--- config.mk ---
export PLATFORM = sky130hd
export DESIGN_NAME = tlb_page_table_translator
export DESIGN_NICKNAME = d
export VERILOG_FILES = /design/src/hdl/tlbpt_pkg.sv /design/src/hdl/tlbpt_ram.sv /design/src/hdl/tlbpt_cmod.sv /design/src/hdl/tlbpt_cell.sv /design/src/hdl/tlb_page_table_translator.sv
export SDC_FILE = /design/constraint.sdc
export NUM_CORES = 1
export LEC_CHECK = 0
export ABC_AREA = 1
export BUFFER_PORTS_ARGS = -buffer_cell sky130_fd_sc_hd__buf_2
export CORE_MARGIN = 2
export CORE_UTILIZATION = 62
export CTS_CLUSTER_SIZE = 28
export DETAILED_ROUTE_END_ITERATION = 6
export PLACE_DENSITY = 0.79
export RECOVER_POWER = 50
export SLEW_MARGIN = 20
export SYNTH_ARGS = -nofsm -noshare
export SYNTH_HDL_FRONTEND = slang
export SYNTH_SLANG_ARGS = --single-unit
--- constraint.sdc ---
create_clock -name clk -period 10.9 [get_ports clk]
set_input_delay 0.545 -clock clk [delete_from_list [all_inputs] [get_ports clk]]
set_output_delay 0.545 -clock clk [all_outputs]
set_load 0.01 [all_outputs]
--- src/hdl/tlbpt_pkg.sv ---
// Shared constants for the TLB and page table address translator.
`default_nettype none

package tlbpt_pkg;

	localparam int TLB_ENTRIES_DEF = 16;
	localparam int PAGE_COUNT_DEF = 256;
	localparam int FRAME_COUNT_DEF = 256;
	localparam int OFFSET_BITS_DEF = 8;

	localparam int ADDR_W = 16;
	localparam int CNT_W = 32;
	localparam logic [CNT_W-1:0] CNT_MAX = '1;

endpackage

`default_nettype wire

--- src/hdl/tlbpt_ram.sv ---
// Generic single-write, single-read RAM with a registered read port.
`default_nettype none

module tlbpt_ram #(
	parameter int WIDTH = 1,
	parameter int DEPTH = 256
) (
	input  wire logic                     clk,
	input  wire logic                     we,
	input  wire logic [$clog2(DEPTH)-1:0] waddr,
	input  wire logic [WIDTH-1:0]         wdata,
	input  wire logic [$clog2(DEPTH)-1:0] raddr,
	output logic      [WIDTH-1:0]         rdata
);

	logic [WIDTH-1:0] mem [DEPTH];
	logic [WIDTH-1:0] rdata_q;

	always_ff @(posedge clk) begin
		if (we) begin
			mem[waddr] <= wdata;
		end
		rdata_q <= mem[raddr];
	end

	assign rdata = rdata_q;

endmodule

`default_nettype wire

--- src/hdl/tlbpt_cmod.sv ---
// Two-stage remainder by a constant divisor using a reciprocal multiply.
`default_nettype none

module tlbpt_cmod #(
	parameter int IN_W = 8,
	parameter int DIV = 256,
	parameter int R_W = 8
) (
	input  wire logic            clk,
	input  wire logic [IN_W-1:0] x,
	output logic      [R_W-1:0]  r
);

	localparam int SH = IN_W + R_W;
	localparam int M_W = IN_W + 2;
	localparam longint MULT = ((longint'(1) << SH) + longint'(DIV) - 1) / longint'(DIV);
	localparam int PROD_W = IN_W + M_W;
	localparam int CALC_W = IN_W + R_W + 2;

	logic [M_W-1:0]    mult_c;
	logic [IN_W-1:0]   x_s1;
	logic [PROD_W-1:0] prod_s1;
	logic [CALC_W-1:0] quot;
	logic [R_W-1:0]    r_s2;

	assign mult_c = M_W'(MULT);

	// The reciprocal is rounded up with enough extra bits that the quotient is exact.
	always_ff @(posedge clk) begin
		x_s1 <= x;
		prod_s1 <= {{M_W{1'b0}}, x} * {{IN_W{1'b0}}, mult_c};
	end

	assign quot = CALC_W'(prod_s1 >> SH);

	always_ff @(posedge clk) begin
		r_s2 <= R_W'(CALC_W'(x_s1) - quot * CALC_W'(DIV));
	end

	assign r = r_s2;

endmodule

`default_nettype wire

--- src/hdl/tlbpt_cell.sv ---
// One TLB entry cell: holds a mapping, shifts it on, and checks a passing probe.
`default_nettype none

module tlbpt_cell #(
	parameter int PAGE_W = 8,
	parameter int FRAME_W = 8
) (
	input  wire logic               clk,
	input  wire logic               arst_n,
	input  wire logic               shift_en,
	input  wire logic               prev_vld,
	input  wire logic [PAGE_W-1:0]  prev_page,
	input  wire logic [FRAME_W-1:0] prev_frame,
	output logic                    ent_vld,
	output logic      [PAGE_W-1:0]  ent_page,
	output logic      [FRAME_W-1:0] ent_frame,
	input  wire logic               pi_vld,
	input  wire logic [PAGE_W-1:0]  pi_page,
	input  wire logic               pi_found,
	input  wire logic [FRAME_W-1:0] pi_frame,
	output logic                    po_vld,
	output logic      [PAGE_W-1:0]  po_page,
	output logic                    po_found,
	output logic      [FRAME_W-1:0] po_frame
);

	logic               ent_vld_q;
	logic [PAGE_W-1:0]  ent_page_q;
	logic [FRAME_W-1:0] ent_frame_q;
	logic               po_vld_q;
	logic [PAGE_W-1:0]  po_page_q;
	logic               po_found_q;
	logic [FRAME_W-1:0] po_frame_q;
	logic               match;

	always_ff @(posedge clk or negedge arst_n) begin
		if (!arst_n) begin
			ent_vld_q <= 1'b0;
			po_vld_q <= 1'b0;
		end else begin
			if (shift_en) begin
				ent_vld_q <= prev_vld;
			end
			po_vld_q <= pi_vld;
		end
	end

	// Only the first matching cell along the chain supplies the frame.
	assign match = ent_vld_q && (ent_page_q == pi_page) && !pi_found;

	always_ff @(posedge clk) begin
		if (shift_en) begin
			ent_page_q <= prev_page;
			ent_frame_q <= prev_frame;
		end
		po_page_q <= pi_page;
		po_found_q <= pi_found || match;
		po_frame_q <= match ? ent_frame_q : pi_frame;
	end

	assign ent_vld = ent_vld_q;
	assign ent_page = ent_page_q;
	assign ent_frame = ent_frame_q;
	assign po_vld = po_vld_q;
	assign po_page = po_page_q;
	assign po_found = po_found_q;
	assign po_frame = po_frame_q;

endmodule

`default_nettype wire

--- src/hdl/tlb_page_table_translator.sv ---
// Top level of the TLB and page table address translator.
// An accepted input beat passes through the page and frame remainder units, then the TLB probe, then commits.
// Only one beat is in flight: in_ready stays low until it commits; the probe walks the cell chain one cell a cycle.
// After reset the page table valid RAM is cleared, one entry a cycle, over all PAGE_COUNT entries.
// in_ready stays low during that pass; the TLB and both totals clear at once.
`default_nettype none

module tlb_page_table_translator #(
	parameter int TLB_ENTRIES = tlbpt_pkg::TLB_ENTRIES_DEF,
	parameter int PAGE_COUNT = tlbpt_pkg::PAGE_COUNT_DEF,
	parameter int FRAME_COUNT = tlbpt_pkg::FRAME_COUNT_DEF,
	parameter int OFFSET_BITS = tlbpt_pkg::OFFSET_BITS_DEF
) (
	input  wire logic                         clk,
	input  wire logic                         arst_n,
	input  wire logic                         in_valid,
	output logic                              in_ready,
	input  wire logic [tlbpt_pkg::ADDR_W-1:0] logical_address,
	output logic                              out_valid,
	input  wire logic                         out_ready,
	output logic      [tlbpt_pkg::ADDR_W-1:0] physical_address,
	output logic                              tlb_hit,
	output logic                              table_miss,
	output logic      [tlbpt_pkg::CNT_W-1:0]  hit_total,
	output logic      [tlbpt_pkg::CNT_W-1:0]  miss_total
);

	localparam int ADDR_W = tlbpt_pkg::ADDR_W;
	localparam int CNT_W = tlbpt_pkg::CNT_W;
	localparam int RAW_W = (ADDR_W > OFFSET_BITS) ? ADDR_W - OFFSET_BITS : 1;
	localparam int PAGE_W = $clog2(PAGE_COUNT);
	localparam int FRAME_W = $clog2(FRAME_COUNT);

	localparam logic [2:0] ST_CLEAR = 3'd0;
	localparam logic [2:0] ST_IDLE = 3'd1;
	localparam logic [2:0] ST_MOD = 3'd2;
	localparam logic [2:0] ST_SEARCH = 3'd3;
	localparam logic [2:0] ST_FINISH = 3'd4;
	localparam logic [1:0] MOD_WAIT = 2'd3;

	logic [2:0]         state_q;
	logic [1:0]         wait_q;
	logic [PAGE_W-1:0]  clr_q;
	logic [ADDR_W-1:0]  addr_q;
	logic [RAW_W-1:0]   raw_page;
	logic [PAGE_W-1:0]  page_r;
	logic [FRAME_W-1:0] frame_r;
	logic               found_q;
	logic [FRAME_W-1:0] hit_frame_q;
	logic               pt_valid;
	logic               commit;
	logic               fill;
	logic               launch;
	logic [FRAME_W-1:0] frame_sel;
	logic               out_valid_q;
	logic [ADDR_W-1:0]  phys_q;
	logic               hit_flag_q;
	logic               tmiss_q;
	logic [CNT_W-1:0]   hit_q;
	logic [CNT_W-1:0]   miss_q;
	logic               pt_we;
	logic [PAGE_W-1:0]  pt_waddr;

	logic               ent_vld   [TLB_ENTRIES];
	logic [PAGE_W-1:0]  ent_page  [TLB_ENTRIES];
	logic [FRAME_W-1:0] ent_frame [TLB_ENTRIES];
	logic               pr_vld    [TLB_ENTRIES+1];
	logic [PAGE_W-1:0]  pr_page   [TLB_ENTRIES+1];
	logic               pr_found  [TLB_ENTRIES+1];
	logic [FRAME_W-1:0] pr_frame  [TLB_ENTRIES+1];

	assign raw_page = RAW_W'(addr_q >> OFFSET_BITS);

	tlbpt_cmod #(
		.IN_W(RAW_W),
		.DIV(PAGE_COUNT),
		.R_W(PAGE_W)
	) u_page_mod (
		.clk(clk),
		.x(raw_page),
		.r(page_r)
	);

	tlbpt_cmod #(
		.IN_W(PAGE_W),
		.DIV(FRAME_COUNT),
		.R_W(FRAME_W)
	) u_frame_mod (
		.clk(clk),
		.x(page_r),
		.r(frame_r)
	);

	assign in_ready = (state_q == ST_IDLE);
	assign launch = (state_q == ST_MOD) && (wait_q == MOD_WAIT);
	assign commit = (state_q == ST_FINISH) && (!out_valid_q || out_ready);
	assign fill = !found_q && !pt_valid;
	assign frame_sel = found_q ? hit_frame_q : frame_r;

	assign pr_vld[0] = launch;
	assign pr_page[0] = page_r;
	assign pr_found[0] = 1'b0;
	assign pr_frame[0] = '0;

	for (genvar i = 0; i < TLB_ENTRIES; i++) begin : g_cell
		logic               prev_vld;
		logic [PAGE_W-1:0]  prev_page;
		logic [FRAME_W-1:0] prev_frame;

		if (i == 0) begin : g_head
			assign prev_vld = 1'b1;
			assign prev_page = page_r;
			assign prev_frame = frame_r;
		end else begin : g_body
			assign prev_vld = ent_vld[i-1];
			assign prev_page = ent_page[i-1];
			assign prev_frame = ent_frame[i-1];
		end

		tlbpt_cell #(
			.PAGE_W(PAGE_W),
			.FRAME_W(FRAME_W)
		) u_cell (
			.clk(clk),
			.arst_n(arst_n),
			.shift_en(commit && !found_q),
			.prev_vld(prev_vld),
			.prev_page(prev_page),
			.prev_frame(prev_frame),
			.ent_vld(ent_vld[i]),
			.ent_page(ent_page[i]),
			.ent_frame(ent_frame[i]),
			.pi_vld(pr_vld[i]),
			.pi_page(pr_page[i]),
			.pi_found(pr_found[i]),
			.pi_frame(pr_frame[i]),
			.po_vld(pr_vld[i+1]),
			.po_page(pr_page[i+1]),
			.po_found(pr_found[i+1]),
			.po_frame(pr_frame[i+1])
		);
	end

	assign pt_we = (state_q == ST_CLEAR) || (commit && fill);
	assign pt_waddr = (state_q == ST_CLEAR) ? clr_q : page_r;

	tlbpt_ram #(
		.WIDTH(1),
		.DEPTH(PAGE_COUNT)
	) u_pt_valid (
		.clk(clk),
		.we(pt_we),
		.waddr(pt_waddr),
		.wdata(state_q != ST_CLEAR),
		.raddr(page_r),
		.rdata(pt_valid)
	);

	always_ff @(posedge clk or negedge arst_n) begin
		if (!arst_n) begin
			state_q <= ST_CLEAR;
			wait_q <= '0;
			clr_q <= '0;
		end else begin
			case (state_q)
				ST_CLEAR: begin
					clr_q <= clr_q + 1'b1;
					if (clr_q == PAGE_W'(PAGE_COUNT - 1)) begin
						state_q <= ST_IDLE;
					end
				end
				ST_IDLE: begin
					if (in_valid) begin
						wait_q <= '0;
						state_q <= ST_MOD;
					end
				end
				ST_MOD: begin
					wait_q <= wait_q + 1'b1;
					if (wait_q == MOD_WAIT) begin
						state_q <= ST_SEARCH;
					end
				end
				ST_SEARCH: begin
					if (pr_vld[TLB_ENTRIES]) begin
						state_q <= ST_FINISH;
					end
				end
				ST_FINISH: begin
					if (commit) begin
						state_q <= ST_IDLE;
					end
				end
				default: begin
					state_q <= ST_IDLE;
				end
			endcase
		end
	end

	always_ff @(posedge clk) begin
		if (in_valid && in_ready) begin
			addr_q <= logical_address;
		end
		if ((state_q == ST_SEARCH) && pr_vld[TLB_ENTRIES]) begin
			found_q <= pr_found[TLB_ENTRIES];
			hit_frame_q <= pr_frame[TLB_ENTRIES];
		end
		if (commit) begin
			phys_q <= ADDR_W'({frame_sel, addr_q[OFFSET_BITS-1:0]});
			hit_flag_q <= found_q;
			tmiss_q <= fill;
		end
	end

	always_ff @(posedge clk or negedge arst_n) begin
		if (!arst_n) begin
			out_valid_q <= 1'b0;
			hit_q <= '0;
			miss_q <= '0;
		end else begin
			if (commit) begin
				out_valid_q <= 1'b1;
				if (found_q) begin
					if (hit_q != tlbpt_pkg::CNT_MAX) begin
						hit_q <= hit_q + 1'b1;
					end
				end else if (miss_q != tlbpt_pkg::CNT_MAX) begin
					miss_q <= miss_q + 1'b1;
				end
			end else if (out_ready) begin
				out_valid_q <= 1'b0;
			end
		end
	end

	assign out_valid = out_valid_q;
	assign physical_address = phys_q;
	assign tlb_hit = hit_flag_q;
	assign table_miss = tmiss_q;
	assign hit_total = hit_q;
	assign miss_total = miss_q;

endmodule

`default_nettype wire

==> metrics.cfg <==
[synthesis]
yosysTopAreaCellShare_pct = 47.0
synth_seq_cells = 946
synth_nets = 3192
netlist_instances = 3168
async_reset_ff_share_pct = 11.6
ys_types = 52
netlist_area_sq_mm = 0.0354
synth_edf_count = 555
synthTopCellsByArea = edfxtp_1 (47%), dfxtp_1 (16%), nand2_1 (8.9%), dfrtp_1 (7.8%), nand3_1 (4.3%)
synth_ff_type = edfxtp_1
synth_top_area_cell = edfxtp_1
yosys_warnings = 0
ys_seq_area_share_pct = 70.7
syn_avg_cell_area_sq_um = 11.2

[layout]
final_cells = 4107
drive_above_1_share_pct = 7.04
syn_to_final_growth_pct = 11.1
nNetsFinal = 3299
antenna_cells = 0

[clocking]
cts-htree-levels = 3
cts_resized = 0
cts_tree = done
cts-root-buf = clkbuf_16
clk-insertion-delay-late_ns = 0.65
clk_pin_slew_worst_paths_ns = 0.06
clk_path_buf_depth = 3
cts_sinks = 946
numCtsBuffers = 89

[placed_design]
place.gp.congestion = 0.904
hpwl_microns = 43200
placed_cells = 3939
io_buffers = 103

[setup_path]
path_max_fanout = 173
worstReg2RegStart = state_q[1]
cpMaxStageDelayCell = nand2_1
start_kind = flop
required_ns = 11.23
critPathMaxStageDelay_ns = 3.30
r2r_slack_ns = 4.08
rr_endpoint = u_pt_valid.mem[32]
crit_type = reg2reg
crit_path_frequent_cell = nor2_1
rr_worst_depth = 11
worst_ep_arrival_time_ns = 7.15
crit_chain = nor2_1 > nand2_1 > buf_4 > nor2_1 > a21oi_2 > inv_1 > nor2_1 > inv_1 > nor2_1 > nand2_1 > nor2_1
cp-end-kind = flop

[floorplan]
die_area_sq_mm = 0.0591
rows = 87
fp.coreArea_sq_mm = 0.0565
ioPinCount = 104
die_h_microns = 243
die_w_microns = 243
initial_utilization_pct = 62.7

[sta]
tightestPinTransition_ns = 4.70
period_minus_slack_ns = 6.82
setup-violations-final = 0
maxSlewHeadroom_pct = -213
max_freq_mhz = 147
finalHoldViolations = 0
finalCritPeriodShare_pct = 62.6
fin_worst_skew_ns = 0.0291
finalSetupTns_ns = 0
drv_slew = 525
grt_setup_unrepaired = no

[min_path]
worstHoldStart = logical_address[9]
min_to = addr_q[9]
hp-class = in2reg
hold_depth = 1

[global_routing]
globalRouteOverflowTotal = 0
track_usage_pct = 23.5
grt_max_degree = 190
grt_pass1_vias = 22019
grt_pass1_wl_microns = 110000
antenna_found_initial = 1

[pwr]
powerDensity_mw_per_mm2 = 212
ir_drop_v = 0.000138
finalPower_mw = 8.34
p_leak_nw = 15.3

[route]
via_per_inst = 5.49
drc = 0
first_pass_iters = 5
routed-via-count = 22566
ant_nets = 0
route.detailed.wl_per_inst_microns = 16.9
totalWireLength_microns = 69500
drtIter0Drc = 2299

[run]
drv_cap = 8

[run_status]
violations = capacitance limit, slew limit
status = finished with violations

-- cell families (layout without fill, tap and decap cells) --
group | after synthesis | in the layout | synth area share, %
AND/OR/NAND/NOR | 1669 | 1669 | 20.2
flip-flops | 946 | 946 | 70.7
buffers and inverters | 312 | 495 | 3.91
XOR/XNOR | 121 | 121 | 2.99
AO/OA/AOI/OAI | 116 | 116 | 2.06
adder cells (fa/ha/maj) | 4 | 4 | 0.141
-- metal layers --
metal	up-vias	part of all wire, %	GRT usage (%)
met1	10811	40	30.1
met3	155	6.9	3.78
met2	868	50	40.3
met4	0	2.8	9.17
met5	-	0	0
li1	10732	-	-
-- worst max-delay path by stage --
stage / endpoint / slack, ns / from / cells past startpoint
after floorplan: g_cell[10].u_cell.ent_vld / 2.08 / state_q[0] / 8
after global placement: u_pt_valid.mem[221] / 7.24 / u_page_mod.r[0] / 9
after detailed placement: u_pt_valid.mem[88] / 7.09 / state_q[2] / 11
after CTS: u_pt_valid.mem[123] / 7.11 / u_page_mod.r[0] / 9
after global routing: u_pt_valid.mem[84] / 3.39 / state_q[1] / 11
final: u_pt_valid.mem[32] / 4.08 / state_q[1] / 11
-- stage by stage --
step	hold slack (ns)	setup slack [ns]	cell area (sq um)	util, %
2_1_floorplan	0.249	2.08	35400	-
3_3_place_gp	0.310	7.24	36400	64.5
3_5_place_dp	0.313	7.09	36400	64.5
4_1_cts	0.0300	7.11	39500	70.0
5_1_grt	0.0402	3.39	39400	69.7
6_report	0.0659	4.08	39400	69.7
-- cell usage in the layout, fill, tap and decap left out, types with 4 or more instances in the layout --
cell type	n
a21oi_1	7
buf_2	18
bufinv_16	5
clkbuf_1	108
clkbuf_16	94
clkbuf_8	16
clkinv_1	8
clkinv_2	25
dfrtp_1	110
dfxtp_1	281
edfxtp_1	555
ha_1	4
inv_1	199
inv_2	5
nand2_1	844
nand2_2	4
nand2_4	12
nand3_1	306
nand4_1	30
nor2_1	377
nor2_2	7
nor2_8	6
nor3_1	37
nor4_1	20
o21ai_0	63
o21ai_4	4
o22ai_1	23
or2_2	10
xnor2_1	37
xor2_1	84
-- registers in the layout, summed over array words and instances (netlist names) --
signal and count:
state_q 3, out_valid 1, g_cell.u_cell.po_vld 16, hit_total 32, g_cell.u_cell.po_frame 128, g_cell.u_cell.ent_frame 128, u_pt_valid.rdata 1, clr_q 8
u_page_mod.x_s1 8, table_miss 1, hit_frame_q 8, u_page_mod.r 8, addr_q 16, found_q 1, tlb_hit 1, miss_total 32
u_pt_valid.mem 256, g_cell.u_cell.ent_vld 16, physical_address 16, wait_q 2, g_cell.u_cell.po_page 120, g_cell.u_cell.po_found 16, g_cell.u_cell.ent_page 128
-- timing repair --
item	CTS	global route
hold endpoints to repair	52	0
hold buffers	1	0
endpoints found under the setup margin	0	0
buffers inserted	0	0
-- synthesized netlist by cell type, types with 10 or more instances --
cell type and instances:
clkbuf_1 23, xnor2_1 37, nor3_1 35, xor2_1 84, dfrtp_1 110, buf_2 33
o22ai_1 23, nand4_1 30, nand2_4 12, inv_1 200, dfxtp_1 281, or2_2 10
nand2_1 843, buf_1 21, buf_6 20, nor2_1 376, nor4_1 20, o21ai_0 63
nand3_1 306, edfxtp_1 555
-- critical path, delay by kind of cell (launching register included) --
family	cells	cell delay, ns
buf+inv	3	1.33
compound gates	1	0.19
flops	1	0.39
simple gates	7	4.51
-- where the power goes --
| part | internal (mW) | switching (mW) | total [mW] |
|---|---|---|---|
| sequential | 4.13 | 0.112 | 4.24 |
| clock | 1.82 | 1.32 | 3.14 |
| combinational | 0.222 | 0.744 | 0.966 |
| total | 6.17 | 2.17 | 8.34 |
-- cell type report --
cell class                 instances  area, sq um
clock buffer                     127         2640
clock inverter                    40          427
fill                            3862        17100
inverter                         212          807
multi-input combinational       1910         8990
sequential                       946        25000
tap                              756          946
timing repair buffer             116          507
(Power assumes the default switching activity.)
